**src/rtl/core/psg_tone_generator_unit_macros.svh**
```systemverilog
// assertion macros shared by the tone generator rtl
`ifndef PSG_TONE_GENERATOR_UNIT_MACROS_SVH
`define PSG_TONE_GENERATOR_UNIT_MACROS_SVH

// condition must hold in the same cycle as the trigger
`define PSG_ASSERT_SAME(lbl, trig, cond, msg) \
   lbl: assert property (@(posedge clock) disable iff (reset) (trig) |-> (cond)) \
      else $error(msg);

// condition must hold in the cycle after the trigger
`define PSG_ASSERT_NEXT(lbl, trig, cond, msg) \
   lbl: assert property (@(posedge clock) disable iff (reset) (trig) |=> (cond)) \
      else $error(msg);

`endif

```
**src/rtl/core/psg_pkg.sv**
```systemverilog
// shared types, constants and the level table of the tone generator
package psg_pkg;

   localparam int NUM_CHANNELS      = 3;
   localparam int CHAN_SEL_W        = 2;
   localparam int PERIOD_W          = 10;
   localparam int ATTEN_W           = 4;
   localparam int BYTE_W            = 8;
   localparam int CYCLES_W          = 10;
   localparam int SAMPLE_W          = 16;
   localparam int LEVEL_W           = 14;
   localparam int CONTRIB_W         = LEVEL_W + 1;

   localparam int PRESCALE_DIVIDE   = 16;
   localparam int FRAC_W            = $clog2(PRESCALE_DIVIDE);
   localparam int TOTAL_W           = $clog2((2 ** CYCLES_W) + PRESCALE_DIVIDE);
   localparam int MAX_STEPS         = ((2 ** CYCLES_W) - 1 + PRESCALE_DIVIDE - 1)
                                      / PRESCALE_DIVIDE;
   localparam int STEPS_W           = $clog2(MAX_STEPS + 1);

   localparam int COUNT_W           = 17;
   localparam int LIMIT_W           = 16;
   localparam logic [COUNT_W-1:0] COUNT_MAX = '1;

   localparam int CSR_DATA_W        = LIMIT_W;
   localparam int CSR_INDEX_W       = 1;
   localparam logic [CSR_INDEX_W-1:0] CSR_ENABLE      = 1'd0;
   localparam logic [CSR_INDEX_W-1:0] CSR_DECIM_LIMIT = 1'd1;
   localparam logic                   ENABLE_RESET    = 1'b1;
   localparam logic [LIMIT_W-1:0]     LIMIT_RESET     = 16'd4;

   localparam logic CMD_WRITE = 1'b0;
   localparam logic CMD_TICK  = 1'b1;

   // per channel register write strobes decoded from the port byte
   typedef struct packed {
      logic       vol_we;
      logic       lo_we;
      logic       hi_we;
      logic [5:0] data;
   } psg_chan_write_type;

   // prescaler / decimator result for the tick in flight
   typedef struct packed {
      logic               emit;
      logic [STEPS_W-1:0] steps;
   } psg_tick_status_type;

   // 8000 * 0.8^a rounded down, silent at full attenuation
   function automatic logic [LEVEL_W-1:0] psg_level(input logic [ATTEN_W-1:0] atten);
      logic [LEVEL_W-1:0] lvl;
      case (atten)
         4'd0:    lvl = 14'd8000;
         4'd1:    lvl = 14'd6400;
         4'd2:    lvl = 14'd5120;
         4'd3:    lvl = 14'd4096;
         4'd4:    lvl = 14'd3276;
         4'd5:    lvl = 14'd2621;
         4'd6:    lvl = 14'd2097;
         4'd7:    lvl = 14'd1677;
         4'd8:    lvl = 14'd1342;
         4'd9:    lvl = 14'd1073;
         4'd10:   lvl = 14'd858;
         4'd11:   lvl = 14'd687;
         4'd12:   lvl = 14'd549;
         4'd13:   lvl = 14'd439;
         4'd14:   lvl = 14'd351;
         default: lvl = 14'd0;
      endcase
      return lvl;
   endfunction

endpackage

```
**src/rtl/core/psg_chan_if.sv**
```systemverilog
// valid/ready channel interfaces for requests and samples
interface psg_req_if;
   logic                           valid;
   logic                           ready;
   logic                           cmd;
   logic [psg_pkg::BYTE_W-1:0]     data_byte;
   logic [psg_pkg::CYCLES_W-1:0]   clock_cycles;

   modport source (output valid, output cmd, output data_byte, output clock_cycles,
                   input ready);
   modport sink   (input valid, input cmd, input data_byte, input clock_cycles,
                   output ready);
endinterface

interface psg_rsp_if;
   logic                                valid;
   logic                                ready;
   logic signed [psg_pkg::SAMPLE_W-1:0] sample;

   modport source (output valid, output sample, input ready);
   modport sink   (input valid, input sample, output ready);
endinterface

```
**src/rtl/core/psg_tone_channel.sv**
```systemverilog
// one square wave tone channel: period, attenuation, counter and polarity
module psg_tone_channel (
   input  logic                                  clock,
   input  logic                                  reset,
   input  psg_pkg::psg_chan_write_type           wr,
   input  logic                                  tick_go,
   input  logic [psg_pkg::STEPS_W-1:0]           steps,
   output logic signed [psg_pkg::CONTRIB_W-1:0]  contrib
);

   logic [psg_pkg::PERIOD_W-1:0] period_ff, period_in;
   logic [psg_pkg::ATTEN_W-1:0]  atten_ff, atten_in;
   logic [psg_pkg::PERIOD_W-1:0] counter_ff, counter_in;
   logic                         neg_ff, neg_in;

   logic                         active;
   logic                         reload;
   logic                         neg_next;
   logic signed [psg_pkg::CONTRIB_W-1:0] level_s;

   // stored counter never goes below one once running, so no sign is kept
   assign active   = (period_ff != '0);
   assign reload   = ({1'b0, counter_ff} <= (psg_pkg::PERIOD_W + 1)'(steps));
   assign neg_next = reload ? ~neg_ff : neg_ff;
   assign level_s  = $signed({1'b0, psg_pkg::psg_level(atten_ff)});
   assign contrib  = !active ? '0 : (neg_next ? -level_s : level_s);

   always_comb begin
      period_in  = period_ff;
      atten_in   = atten_ff;
      counter_in = counter_ff;
      neg_in     = neg_ff;
      if (wr.vol_we) begin
         atten_in = wr.data[psg_pkg::ATTEN_W-1:0];
      end
      if (wr.lo_we) begin
         period_in[3:0] = wr.data[3:0];
      end
      if (wr.hi_we) begin
         period_in[psg_pkg::PERIOD_W-1:4] = wr.data;
      end
      if (tick_go && active) begin
         counter_in = reload ? period_ff : counter_ff - psg_pkg::PERIOD_W'(steps);
         neg_in     = neg_next;
      end
   end

   always_ff @(posedge clock) begin
      if (reset) begin
         period_ff  <= '0;
         atten_ff   <= '0;
         counter_ff <= '0;
         neg_ff     <= 1'b0;
      end else begin
         period_ff  <= period_in;
         atten_ff   <= atten_in;
         counter_ff <= counter_in;
         neg_ff     <= neg_in;
      end
   end

endmodule

```
**src/rtl/core/psg_timebase.sv**
```systemverilog
// divide-by-16 prescaler and sample decimator
module psg_timebase (
   input  logic                                clock,
   input  logic                                reset,
   input  logic                                tick_go,
   input  logic [psg_pkg::CYCLES_W-1:0]        clock_cycles,
   input  logic [psg_pkg::LIMIT_W-1:0]         limit,
   output psg_pkg::psg_tick_status_type        status
);

   logic [psg_pkg::FRAC_W-1:0]   frac_ff, frac_in;
   logic [psg_pkg::COUNT_W-1:0]  count_ff, count_in;

   logic [psg_pkg::TOTAL_W-1:0]  total;
   logic [psg_pkg::COUNT_W:0]    count_sum;
   logic [psg_pkg::COUNT_W-1:0]  count_sat;
   logic [psg_pkg::LIMIT_W-1:0]  limit_eff;

   assign total        = psg_pkg::TOTAL_W'(frac_ff) + psg_pkg::TOTAL_W'(clock_cycles);
   assign status.steps = psg_pkg::STEPS_W'(total / psg_pkg::PRESCALE_DIVIDE);

   assign count_sum = (psg_pkg::COUNT_W + 1)'(count_ff) + (psg_pkg::COUNT_W + 1)'(status.steps);
   assign count_sat = count_sum[psg_pkg::COUNT_W] ? psg_pkg::COUNT_MAX
                                                  : count_sum[psg_pkg::COUNT_W-1:0];
   // a zero limit behaves as one
   assign limit_eff   = (limit == '0) ? psg_pkg::LIMIT_W'(1) : limit;
   assign status.emit = (count_sat >= psg_pkg::COUNT_W'(limit_eff));

   always_comb begin
      frac_in  = frac_ff;
      count_in = count_ff;
      if (tick_go) begin
         frac_in  = psg_pkg::FRAC_W'(total % psg_pkg::PRESCALE_DIVIDE);
         count_in = status.emit ? count_sat - psg_pkg::COUNT_W'(limit_eff) : count_sat;
      end
   end

   always_ff @(posedge clock) begin
      if (reset) begin
         frac_ff  <= '0;
         count_ff <= '0;
      end else begin
         frac_ff  <= frac_in;
         count_ff <= count_in;
      end
   end

endmodule

```
**src/rtl/core/psg_tone_generator_unit.sv**
```systemverilog
// top level of the three channel tone generator
// Three square wave tone channels behind a byte-wide sound port. A request
// transaction is either a port byte (cmd 0: latch byte with bit 7 set, or a
// data byte for the latched register) or a tick (cmd 1) carrying elapsed
// input clock cycles; ticks feed a divide-by-16 prescaler whose whole steps
// count down every channel with a non-zero period and feed a decimator that
// emits one signed sample, the sum of the three channel levels, each time
// its step count reaches decimation_limit. Writes and ticks below the limit
// give no response transaction. A request is taken every cycle unless the
// input stage stalls: it is held in the input register, where the channel
// and decimator logic resolves it, and a sample lands in the output
// register as the input stage retires, which raises rsp valid. Only
// a sample that cannot leave while the previous one is still unread stalls
// the request side. Configuration (csr_index 0 enable,
// 1 decimation_limit) should only be written while no transaction is in
// flight; with enable low, ticks are dropped but writes still land.
module psg_tone_generator_unit (
   input  logic                                 clock,
   input  logic                                 reset,
   psg_req_if.sink                              req_chan,
   psg_rsp_if.source                            rsp_chan,
   input  logic                                 csr_write_enable,
   input  logic [psg_pkg::CSR_INDEX_W-1:0]      csr_index,
   input  logic [psg_pkg::CSR_DATA_W-1:0]       csr_write_data
);

   `include "psg_tone_generator_unit_macros.svh"

   // configuration registers
   logic                          enable_ff, enable_in;
   logic [psg_pkg::LIMIT_W-1:0]   limit_ff, limit_in;

   // input register stage
   logic                          s1_valid_ff, s1_valid_in;
   logic                          s1_cmd_ff, s1_cmd_in;
   logic [psg_pkg::BYTE_W-1:0]    s1_byte_ff, s1_byte_in;
   logic [psg_pkg::CYCLES_W-1:0]  s1_cycles_ff, s1_cycles_in;

   // port latch
   logic [psg_pkg::CHAN_SEL_W-1:0] latch_ch_ff, latch_ch_in;
   logic                           latch_vol_ff, latch_vol_in;

   // output register
   logic                                  rsp_valid_ff, rsp_valid_in;
   logic signed [psg_pkg::SAMPLE_W-1:0]   sample_ff, sample_in;

   logic                                  req_accept;
   logic                                  s1_emit;
   logic                                  s1_advance;
   logic                                  tick_go;
   logic                                  write_go;
   logic [psg_pkg::CHAN_SEL_W-1:0]        wr_ch;
   logic                                  wr_vol;
   logic                                  wr_is_latch;
   psg_pkg::psg_tick_status_type          tb_status;
   psg_pkg::psg_chan_write_type           chan_wr [psg_pkg::NUM_CHANNELS];
   logic signed [psg_pkg::CONTRIB_W-1:0]  contrib [psg_pkg::NUM_CHANNELS];
   logic signed [psg_pkg::SAMPLE_W-1:0]   sum;

   // ---------------------------------------------------------------------
   // handshake: the input stage moves on unless its sample would overwrite
   // an unread one
   // ---------------------------------------------------------------------
   assign s1_emit    = s1_valid_ff && (s1_cmd_ff == psg_pkg::CMD_TICK) && enable_ff
                       && tb_status.emit;
   assign s1_advance = !s1_emit || !rsp_valid_ff || rsp_chan.ready;
   assign req_chan.ready = !s1_valid_ff || s1_advance;
   assign req_accept = req_chan.valid && req_chan.ready;

   // state only changes once the transaction in the input stage retires
   assign tick_go  = s1_valid_ff && s1_advance && (s1_cmd_ff == psg_pkg::CMD_TICK)
                     && enable_ff;
   assign write_go = s1_valid_ff && s1_advance && (s1_cmd_ff == psg_pkg::CMD_WRITE);

   // ---------------------------------------------------------------------
   // port byte decode: a latch byte names channel and register itself,
   // a data byte goes to whatever was latched last
   // ---------------------------------------------------------------------
   assign wr_is_latch = s1_byte_ff[7];
   assign wr_ch       = wr_is_latch ? s1_byte_ff[6:5] : latch_ch_ff;
   assign wr_vol      = wr_is_latch ? s1_byte_ff[4]   : latch_vol_ff;

   always_comb begin
      latch_ch_in  = latch_ch_ff;
      latch_vol_in = latch_vol_ff;
      if (write_go && wr_is_latch) begin
         latch_ch_in  = s1_byte_ff[6:5];
         latch_vol_in = s1_byte_ff[4];
      end
   end

   // the noise channel select matches no tone channel, so it writes nothing
   for (genvar i = 0; i < psg_pkg::NUM_CHANNELS; i++) begin : g_chan
      logic hit;
      assign hit = write_go && (wr_ch == psg_pkg::CHAN_SEL_W'(i));
      assign chan_wr[i].vol_we = hit && wr_vol;
      assign chan_wr[i].lo_we  = hit && !wr_vol && wr_is_latch;
      assign chan_wr[i].hi_we  = hit && !wr_vol && !wr_is_latch;
      assign chan_wr[i].data   = s1_byte_ff[5:0];

      psg_tone_channel u_chan (
         .clock   (clock),
         .reset   (reset),
         .wr      (chan_wr[i]),
         .tick_go (tick_go),
         .steps   (tb_status.steps),
         .contrib (contrib[i])
      );
   end

   psg_timebase u_timebase (
      .clock        (clock),
      .reset        (reset),
      .tick_go      (tick_go),
      .clock_cycles (s1_cycles_ff),
      .limit        (limit_ff),
      .status       (tb_status)
   );

   // channel levels already reflect this tick's polarity flips
   always_comb begin
      sum = '0;
      for (int i = 0; i < psg_pkg::NUM_CHANNELS; i++) begin
         sum = sum + psg_pkg::SAMPLE_W'(contrib[i]);
      end
   end

   // ---------------------------------------------------------------------
   // register next values
   // ---------------------------------------------------------------------
   always_comb begin
      enable_in = enable_ff;
      limit_in  = limit_ff;
      if (csr_write_enable) begin
         unique case (csr_index)
            psg_pkg::CSR_ENABLE:      enable_in = csr_write_data[0];
            psg_pkg::CSR_DECIM_LIMIT: limit_in  = csr_write_data;
            default:                  ;
         endcase
      end
   end

   always_comb begin
      s1_valid_in  = s1_valid_ff;
      s1_cmd_in    = s1_cmd_ff;
      s1_byte_in   = s1_byte_ff;
      s1_cycles_in = s1_cycles_ff;
      if (req_accept) begin
         s1_valid_in  = 1'b1;
         s1_cmd_in    = req_chan.cmd;
         s1_byte_in   = req_chan.data_byte;
         s1_cycles_in = req_chan.clock_cycles;
      end else if (s1_advance) begin
         s1_valid_in  = 1'b0;
      end
   end

   always_comb begin
      rsp_valid_in = rsp_valid_ff;
      sample_in    = sample_ff;
      if (s1_emit && s1_advance) begin
         rsp_valid_in = 1'b1;
         sample_in    = sum;
      end else if (rsp_chan.ready) begin
         rsp_valid_in = 1'b0;
      end
   end

   always_ff @(posedge clock) begin
      if (reset) begin
         enable_ff    <= psg_pkg::ENABLE_RESET;
         limit_ff     <= psg_pkg::LIMIT_RESET;
         s1_valid_ff  <= 1'b0;
         latch_ch_ff  <= '0;
         latch_vol_ff <= 1'b0;
         rsp_valid_ff <= 1'b0;
      end else begin
         enable_ff    <= enable_in;
         limit_ff     <= limit_in;
         s1_valid_ff  <= s1_valid_in;
         latch_ch_ff  <= latch_ch_in;
         latch_vol_ff <= latch_vol_in;
         rsp_valid_ff <= rsp_valid_in;
      end
   end

   // payload registers need no reset
   always_ff @(posedge clock) begin
      s1_cmd_ff    <= s1_cmd_in;
      s1_byte_ff   <= s1_byte_in;
      s1_cycles_ff <= s1_cycles_in;
      sample_ff    <= sample_in;
   end

   assign rsp_chan.valid  = rsp_valid_ff;
   assign rsp_chan.sample = sample_ff;

   // ---------------------------------------------------------------------
   // assertions
   // ---------------------------------------------------------------------
   `PSG_ASSERT_NEXT(a_write_no_sample, write_go && !rsp_valid_ff, !rsp_valid_ff, "port write produced a sample")
   `PSG_ASSERT_SAME(a_emit_needs_tick, s1_emit && s1_advance, tick_go, "sample loaded without an enabled tick")
   `PSG_ASSERT_SAME(a_stall_means_full, !req_chan.ready, s1_valid_ff && rsp_valid_ff, "request stalled with room to spare")

endmodule
```
**src/flat_wrapper.sv**
```systemverilog
// flat-port wrapper written by rule: the top's interface ports become plain ports
module psg_tone_generator_unit_flat 
  (clock, reset, csr_write_enable, csr_index, csr_write_data, req_chan_valid, req_chan_cmd, req_chan_data_byte, req_chan_clock_cycles, req_chan_ready, rsp_chan_valid, rsp_chan_sample, rsp_chan_ready);
  psg_req_if req_chan_i ();
  psg_rsp_if rsp_chan_i ();
  input  logic clock;
  input  logic reset;
  input  logic csr_write_enable;
  input  logic [psg_pkg::CSR_INDEX_W-1:0] csr_index;
  input  logic [psg_pkg::CSR_DATA_W-1:0] csr_write_data;
  input wire logic [$bits(req_chan_i.valid)-1:0] req_chan_valid;
  input wire logic [$bits(req_chan_i.cmd)-1:0] req_chan_cmd;
  input wire logic [$bits(req_chan_i.data_byte)-1:0] req_chan_data_byte;
  input wire logic [$bits(req_chan_i.clock_cycles)-1:0] req_chan_clock_cycles;
  output wire logic [$bits(req_chan_i.ready)-1:0] req_chan_ready;
  output wire logic [$bits(rsp_chan_i.valid)-1:0] rsp_chan_valid;
  output wire logic [$bits(rsp_chan_i.sample)-1:0] rsp_chan_sample;
  input wire logic [$bits(rsp_chan_i.ready)-1:0] rsp_chan_ready;
  assign req_chan_i.valid = req_chan_valid;
  assign req_chan_i.cmd = req_chan_cmd;
  assign req_chan_i.data_byte = req_chan_data_byte;
  assign req_chan_i.clock_cycles = req_chan_clock_cycles;
  assign req_chan_ready = req_chan_i.ready;
  assign rsp_chan_valid = rsp_chan_i.valid;
  assign rsp_chan_sample = rsp_chan_i.sample;
  assign rsp_chan_i.ready = rsp_chan_ready;
  psg_tone_generator_unit u_core (.clock(clock), .reset(reset), .req_chan(req_chan_i), .rsp_chan(rsp_chan_i), .csr_write_enable(csr_write_enable), .csr_index(csr_index), .csr_write_data(csr_write_data));
endmodule
```
**config.mk**
```make
export PLATFORM = sky130hd
export DESIGN_NAME = psg_tone_generator_unit_flat
export DESIGN_NICKNAME = d
export VERILOG_FILES = /design/src/rtl/core/psg_pkg.sv /design/src/rtl/core/psg_chan_if.sv /design/src/rtl/core/psg_tone_channel.sv /design/src/rtl/core/psg_timebase.sv /design/src/rtl/core/psg_tone_generator_unit.sv /design/src/flat_wrapper.sv
export VERILOG_INCLUDE_DIRS = /design/src /design/src/rtl/core
export SDC_FILE = /design/constraint.sdc
export NUM_CORES = 1
export LEC_CHECK = 0
export BUFFER_PORTS_ARGS = -buffer_cell sky130_fd_sc_hd__buf_2
export CORE_ASPECT_RATIO = 2
export CORE_MARGIN = 5
export CORE_UTILIZATION = 45
export CTS_BUF_LIST = sky130_fd_sc_hd__clkbuf_4 sky130_fd_sc_hd__clkbuf_8
export CTS_CLUSTER_DIAMETER = 120
export DETAILED_ROUTE_END_ITERATION = 10
export GPL_TIMING_DRIVEN = 0
export SYNTH_ARGS = -nofsm -noshare
export SYNTH_HDL_FRONTEND = slang
export SYNTH_SLANG_ARGS = --single-unit
```
**constraint.sdc**
```tcl
create_clock -name clock -period 11.46 [get_ports clock]
set_input_delay 1.719 -clock clock [delete_from_list [all_inputs] [get_ports clock]]
set_output_delay 1.719 -clock clock [all_outputs]
set_load 0.02 [all_outputs]
```
==> impl_metrics.tcl, run 1 <==
set metrics [dict create \
    max_cap_violations 0 \
    hpwl_um 31900 \
    cts_setup_buffers 0 \
    setup.worst_path.class "register to output pin" \
    clock-sinks 192 \
    drv_slew 0 \
    critical_path_arrival_ps 7170 \
    critPathBufInv 4 \
    drt-pass1-iter-count 5 \
    vias 11400 \
    start_util_pct 45.3 \
    dieArea_um2 31900 \
    leakagePower_nw 5.85 \
    rows 87 \
    crit_fanout 10 \
    tns_ps 0 \
    synthFlopType "dfxtp_1" \
    nets 1746 \
    final-hold-violation-count 0 \
    ys_seq_area_share_pct 33.0 \
    synth_area_um2 12700 \
    fin_worst_skew_ps 17.2 \
    wirelength_um 39300 \
    worst_pin_slew_ps 1040 \
    regArea_um2 4190 \
    ff2ff_path_depth 28 \
    fin_cells 1963 \
    gp_congestion 0.964 \
    antenna_found_initial 0 \
    cp_slowest_cell "or3_1" \
    max_freq_mhz 112 \
    synth-edff-count 35 \
    grt_use_total_pct 24.8 \
    htree_num_levels 4 \
    synth-async-reset-ratio_pct 0 \
    holdBufCountCts 0 \
    io_pins 59 \
    layout-drive-gt1-share_pct 9.40 \
    grt_pass1_wl_um 60100 \
    grt_max_degree 21 \
    min_path_cells 2 \
    drc 0 \
    diodes 0 \
    cts.repair.resized 0 \
    hold_path_class "register to register" \
    cp_top_family "simple AND/OR/NAND/NOR gates" \
    final_util_pct 49.5 \
    required_ps 9740 \
    yosys_warnings 0 \
    clockBufferDepth 2 \
    timing.final.crit_share_pct 77.6 \
    status "complete, no violations" \
    synth-seq-cells 192 \
    grt_pass1_vias 11400 \
    multi_input_area_um2 7860 \
    ant_nets 0 \
    timing.hold.ws_ps 475 \
    dpl_cell_area_um2 13500 \
    die_w_um 129 \
    grt_remaining_overflow 0 \
    cp_cell_sequence "ha_1 > fa_1 > a21o_1 > a21oi_1 > nor2_1 > and3_1 > ha_1 > a21o_1 > or3_1 > o211a_4 > nand2_1 > and2_1 > inv_1 > ha_1 > nor2b_1 > o31ai_1 > a21oi_1 > or3_1 > and3_1 > or3_1 > buf_2 > buf_2 > nand3_1 > buf_2" \
    wl_per_cell_um 20.0 \
    numPortBuffers 58 \
    path_depth 24 \
    worstSetupEndpointType "output pin" \
    synth_cells 1514 \
    cp_slowest_stage_delay_ps 450 \
    areaGrowthSynthToFinish_pct 9.44 \
    clkLatencyLatePin_ps 520 \
    syn_area_per_cell_um2 8.40 \
    final_area_um2 13900 \
    worst_setup_path_start_kind "register" \
    max_slew_margin_pct 30.5 \
    min_period_ps 8890 \
    cts_root_buf "clkbuf_8" \
    dr.first_iter.drc_count 532 \
    rsz0062_at_grt "no" \
    synth_cell_types 83 \
    core_area_um2 28100 \
    finalSetupViolations 0 \
    dp_cells 1930 \
    cts_buffers 17 \
    dieHeight_um 248 \
    avgViaCountPerCell 5.79 \
    ir_worst_vdd_uv 93.5 \
    cts.clk_slew.worst_paths_ps 110 \
    cts_tree "done" \
    fillers 2813 \
    synth_nets 1666 \
    power.density_nw_per_um2 113 \
]
==> layout by cell type (no fill, tap or decap), types with 8 or more instances in the layout <==
cell and n:
a211oi_1 26, a21o_1 14, a21oi_1 112, a311oi_1 9, a31oi_1 31, and2_1 9
and3_1 12, buf_1 8, buf_2 71, clkbuf_1 49, clkbuf_8 17, dfxtp_1 157
edfxtp_1 35, fa_1 22, ha_1 89, inv_1 92, mux2_2 8, mux2i_1 55
nand2_1 175, nand2b_1 11, nand3_1 29, nand4_1 19, nor2_1 154, nor2b_1 15
nor3_1 29, nor4_1 11, o21ai_0 58, o22ai_1 15, o31ai_1 24, or2_2 13
or3_1 20, xnor2_1 47, xor2_1 39
==> path summary, 6_finish.rpt <==
| path | start | endpoint | slack (ps) |
|---|---|---|---|
| worst min register to register | u_core.limit_ff[7] | u_core.limit_ff[7] | 470 |
| worst min-delay path | u_core.limit_ff[7] | u_core.limit_ff[7] | 470 |
| worst max-delay path | u_core.s1_cycles_ff[0] | req_chan_ready | 2570 |
| worst max register to register | u_core.s1_cycles_ff[0] | u_core.rsp_chan.sample[15] | 3140 |
==> through the flow <==
stage	total power, mW	setup WS, ps
detailed placement	1.10	3190
floorplan	0.996	4380
global route	1.65	2230
global placement	1.10	3120
CTS	1.58	2570
finish	1.57	2570
==> state kept, by name, summed over array words and instances (netlist names) <==
register                         flops
u_core.limit_ff                     16
u_core.s1_byte_ff                    8
u_core.g_chan.u_chan.neg_ff          3
u_core.u_timebase.count_ff          17
u_core.latch_vol_ff                  1
u_core.enable_ff                     1
u_core.s1_valid_ff                   1
u_core.rsp_chan.sample              16
u_core.g_chan.u_chan.period_ff      30
u_core.u_timebase.frac_ff            4
u_core.latch_ch_ff                   2
u_core.g_chan.u_chan.level_s        39
u_core.s1_cycles_ff                 10
u_core.rsp_chan.valid                1
u_core.g_chan.u_chan.atten_ff       12
u_core.g_chan.u_chan.counter_ff     30
u_core.s1_cmd_ff                     1
==> logic make-up after synthesis <==
logic type,after synthesis,synth area share (%)
xor gates and xnor gates,87,6.05
buffers and inverters,169,5.23
and+or+nand+nor,529,19.7
muxes,65,5.22
AOI/OAI and AO/OA,361,18.6
DFF,192,33.0
adders and majority gates,111,12.2
==> final cells by class <==
class / count / share of cell area [%]
Buffer: 72 / 2.16
Clock buffer: 17 / 1.68
Clock inverter: 15 / 1.38
Inverter: 97 / 2.62
Multi-Input combinational cell: 1153 / 56.5
Sequential cell: 192 / 30.1
Tap cell: 356 / 3.20
Timing Repair Buffer: 61 / 2.28
==> routing by layer <==
metal  vias to the layer above  GRT usage, %  routed length (um)  part of all wire (%)
li1                       5533             -                   -                     -
met1                      5349          19.9               11900                    30
met2                       332          49.3               22200                    57
met3                       158          3.86                1340                   3.4
met4                         0          21.7                3830                   9.7
met5                         -             0                   0                     0
==> worst reg2reg max path: cells and delay by family (launching register included) <==
family,cells,cell delay (ps)
AO/OA/AOI/OAI,9,2360
AND/OR/NAND/NOR,9,1910
adder cells (fa/ha/maj),5,1900
XOR/XNOR,3,1080
buffers and inverters,2,530
flip-flops,1,400
==> synth_stat cells, types with 32 or more instances <==
| cell | n | area [um^2] |
|---|---|---|
| a21oi_1 | 112 | 561 |
| a31oi_1 | 32 | 200 |
| clkbuf_1 | 49 | 184 |
| dfxtp_1 | 157 | 3140 |
| edfxtp_1 | 35 | 1050 |
| ha_1 | 89 | 1110 |
| inv_1 | 92 | 345 |
| mux2i_1 | 55 | 551 |
| nand2_1 | 175 | 657 |
| nor2_1 | 154 | 578 |
| o21ai_0 | 58 | 290 |
| xnor2_1 | 47 | 412 |
| xor2_1 | 39 | 342 |
==> where the power goes <==
group	switching, mW	leakage, nW	internal, mW
combinational	0.231	4.03	0.137
clock	0.295	0.215	0.186
sequential	0.0150	1.61	0.706
Power figures use the tool's default switching activity.
==> inputs of run 2 (changes only) <==
--- a/config.mk
+++ b/config.mk
@@ -6,6 +6,7 @@
 export SDC_FILE = /design/constraint.sdc
 export NUM_CORES = 1
 export LEC_CHECK = 0
+export ABC_AREA = 1
 export BUFFER_PORTS_ARGS = -buffer_cell sky130_fd_sc_hd__buf_2
 export CORE_ASPECT_RATIO = 2
 export CORE_MARGIN = 5
==> constraint.sdc (replaced) <==
create_clock -name clock -period 8.3 [get_ports clock]
set_input_delay 1.245 -clock clock [delete_from_list [all_inputs] [get_ports clock]]
set_output_delay 1.245 -clock clock [all_outputs]
set_load 0.02 [all_outputs]
==> run 2 against run 1 <==
Clock-buffer cell count grew 1. Global-route usage grew 0.66 points. First-iteration DRC count grew 3.9%. Flip-flop and latch count is the same. Register-to-register slack lost 1700 ps. Sequential power grew 40%. Critical path depth grew 4. Wire length grew 2.5%. Power grew 44%. Worst hold slack lost 8.8 ps. Critical path type unchanged. Largest cell class unchanged. Highest routed layer unchanged.
==> impl_metrics.tcl, run 2 <==
set metrics [dict create \
    crit_fanout 10 \
    synth_area_um2 13000 \
    synthFlopType "dfxtp_1" \
    p_int_mw 1.51 \
    routed-wl-met3_um 985 \
    ir_worst_vdd_uv 99.0 \
    layout-drive-gt1-share_pct 9.34 \
    clockBufferDepth 2 \
    cts_buffers 17 \
    hpwl_um 33300 \
    ys_seq_area_share_pct 32.3 \
    p_seq_share_pct 44.3 \
    worst_setup_path_start_kind "register" \
    timing.final.crit_share_pct 90.6 \
    start_util_pct 45.2 \
    synth-edff-count 35 \
    grt_pass1_vias 12300 \
    yosysTopAreaCellShare_pct 24.2 \
    cts.clk_slew.worst_paths_ps 100 \
    drv_slew 0 \
    rows 88 \
    cts_setup_buffers 0 \
    leakagePower_nw 6.90 \
    final-hold-violation-count 0 \
    final_area_um2 14200 \
    cts.repair.resized 0 \
    drt-pass1-iter-count 5 \
    synth-seq-cells 192 \
    vias 12100 \
    yosys-top-cells-area "dfxtp_1 (24%), nand2_1 (10%), ha_1 (8.6%), edfxtp_1 (8.1%), nor2_1 (7.9%)" \
    crit_path_frequent_cell "nand2_1" \
    tns_ps 0 \
    holdBufCountCts 0 \
    cp_slowest_stage_delay_ps 640 \
    dieArea_um2 32600 \
    clock-sinks 192 \
    critical_path_arrival_ps 6270 \
    synth_cells 1847 \
    power.density_nw_per_um2 160 \
    wirelength_um 40300 \
    numPortBuffers 57 \
    yosys.area.top_type "dfxtp_1" \
    core_area_um2 28700 \
    grt_remaining_overflow 0 \
    mostFrequentLayoutCells "nand2_1 (357), nor2_1 (271), inv_1 (238), dfxtp_1 (157), o21ai_0 (136)" \
    cts_root_buf "clkbuf_8" \
    top_layer "met4" \
    status "complete, no violations" \
    cts_tree "done" \
    yosys_warnings 0 \
    dp_cells 2266 \
    wl_per_cell_um 17.5 \
    final_common_cell "nand2_1" \
    cp_slowest_cell "xor2_1" \
    grt_use_total_pct 25.5 \
    met1Wirelength_um 12400 \
    worst_pin_slew_ps 980 \
    required_ps 7050 \
    dp_slack_ps 1400 \
    p_comb_share_pct 25.4 \
    hold_path_class "register to register" \
    synth_nets 1999 \
    avgViaCountPerCell 5.28 \
    max_slew_margin_pct 34.6 \
    syn_area_per_cell_um2 7.03 \
    fin_cells 2298 \
    max_cap_violations 0 \
    htree_num_levels 4 \
    clkLatencyLatePin_ps 520 \
    timing.hold.ws_ps 466 \
    nets 2077 \
    max_freq_mhz 133 \
    routed-wl-met2_um 23500 \
    gp_congestion 0.932 \
    p_sw_mw 0.760 \
    largest_reg_flops 39 \
    die_w_um 130 \
    grt_max_degree 20 \
    p_clk_share_pct 30.3 \
    rsz0062_at_grt "no" \
    synth-async-reset-ratio_pct 0 \
    synth_cell_types 56 \
    dpl_cell_area_um2 13700 \
    fin_worst_skew_ps 15.6 \
    io_pins 59 \
    areaGrowthSynthToFinish_pct 9.17 \
    yosys-top-cells-count "nand2_1 (357), nor2_1 (272), inv_1 (238)" \
    min_period_ps 7520 \
    grt_pass1_wl_um 63400 \
    dr.first_iter.drc_count 553 \
    dieHeight_um 250 \
    switching_share_pct 33.5 \
    yosys.cell_count.top_type "nand2_1" \
    finalSetupViolations 0 \
    drc 0 \
    setup.worst_path.class "register to output pin" \
    ant_nets 0 \
    worstSetupEndpointType "output pin" \
    antenna_found_initial 1 \
    worst_slack_ps 780 \
]
run 2: power groups by stage:
stage / registers (mW) / logic [mW] / clock network (mW)
after floorplan: 1.02 / 0.408 / 0
after global placement: 1.03 / 0.568 / 0
after detailed placement: 1.03 / 0.573 / 0
after CTS: 1.01 / 0.578 / 0.706
after global routing: 1.01 / 0.640 / 0.740
final: 1.01 / 0.576 / 0.688
run 2: worst max-delay path, delay by kind of cell (launching register included):
family,cells,cell delay [ps]
simple gates,13,1630
fa+ha+maj,4,1400
buf+inv,6,890
compound gates,4,810
xor+xnor,1,640
flops,1,380
run 2: per-layer routing:
metal	vias up	GRT usage, %
met5	-	0
met3	121	3.33
met4	0	18.5
met1	5609	21.1
li1	6140	-
met2	253	51.4
run 2: worst paths after layout:
check	start	slack [ps]	depth (start not counted)	to
worst max-delay path	u_core.s1_cycles_ff[0]	780	28	req_chan_ready
worst min-delay path	u_core.latch_ch_ff[0]	470	2	u_core.latch_ch_ff[0]
worst max register to register	u_core.s1_cycles_ff[0]	1460	31	u_core.rsp_chan.sample[11]
worst min register to register	u_core.latch_ch_ff[0]	470	2	u_core.latch_ch_ff[0]
run 2: layout make-up:
cell class	count	area, um^2
Multi-Input combinational cell	1354	7570
Fill cell	2947	14600
Clock inverter	13	186
Inverter	254	953
Clock buffer	18	241
Sequential cell	192	4190
Timing Repair Buffer	59	308
Tap cell	360	450
Antenna cell	1	2.50
Buffer	47	267
run 2: kinds of logic after synthesis:
| kind of cell | count (synthesis) | share of synthesized area (%) |
|---|---|---|
| and+or+nand+nor | 864 | 28.8 |
| muxes | 1 | 0.0771 |
| xor gates and xnor gates | 51 | 3.44 |
| buffers and inverters | 301 | 9.39 |
| adders and majority gates | 111 | 12.0 |
| DFF | 192 | 32.3 |
| AOI/OAI and AO/OA | 327 | 14.0 |
run 2: through the flow:
| step | power [mW] | utilization, % |
|---|---|---|
| 2_1_floorplan | 1.43 | - |
| 3_3_place_gp | 1.60 | 47.7 |
| 3_5_place_dp | 1.60 | 47.8 |
| 4_1_cts | 2.29 | 49.3 |
| 5_1_grt | 2.39 | 49.3 |
| 6_report | 2.27 | 49.3 |
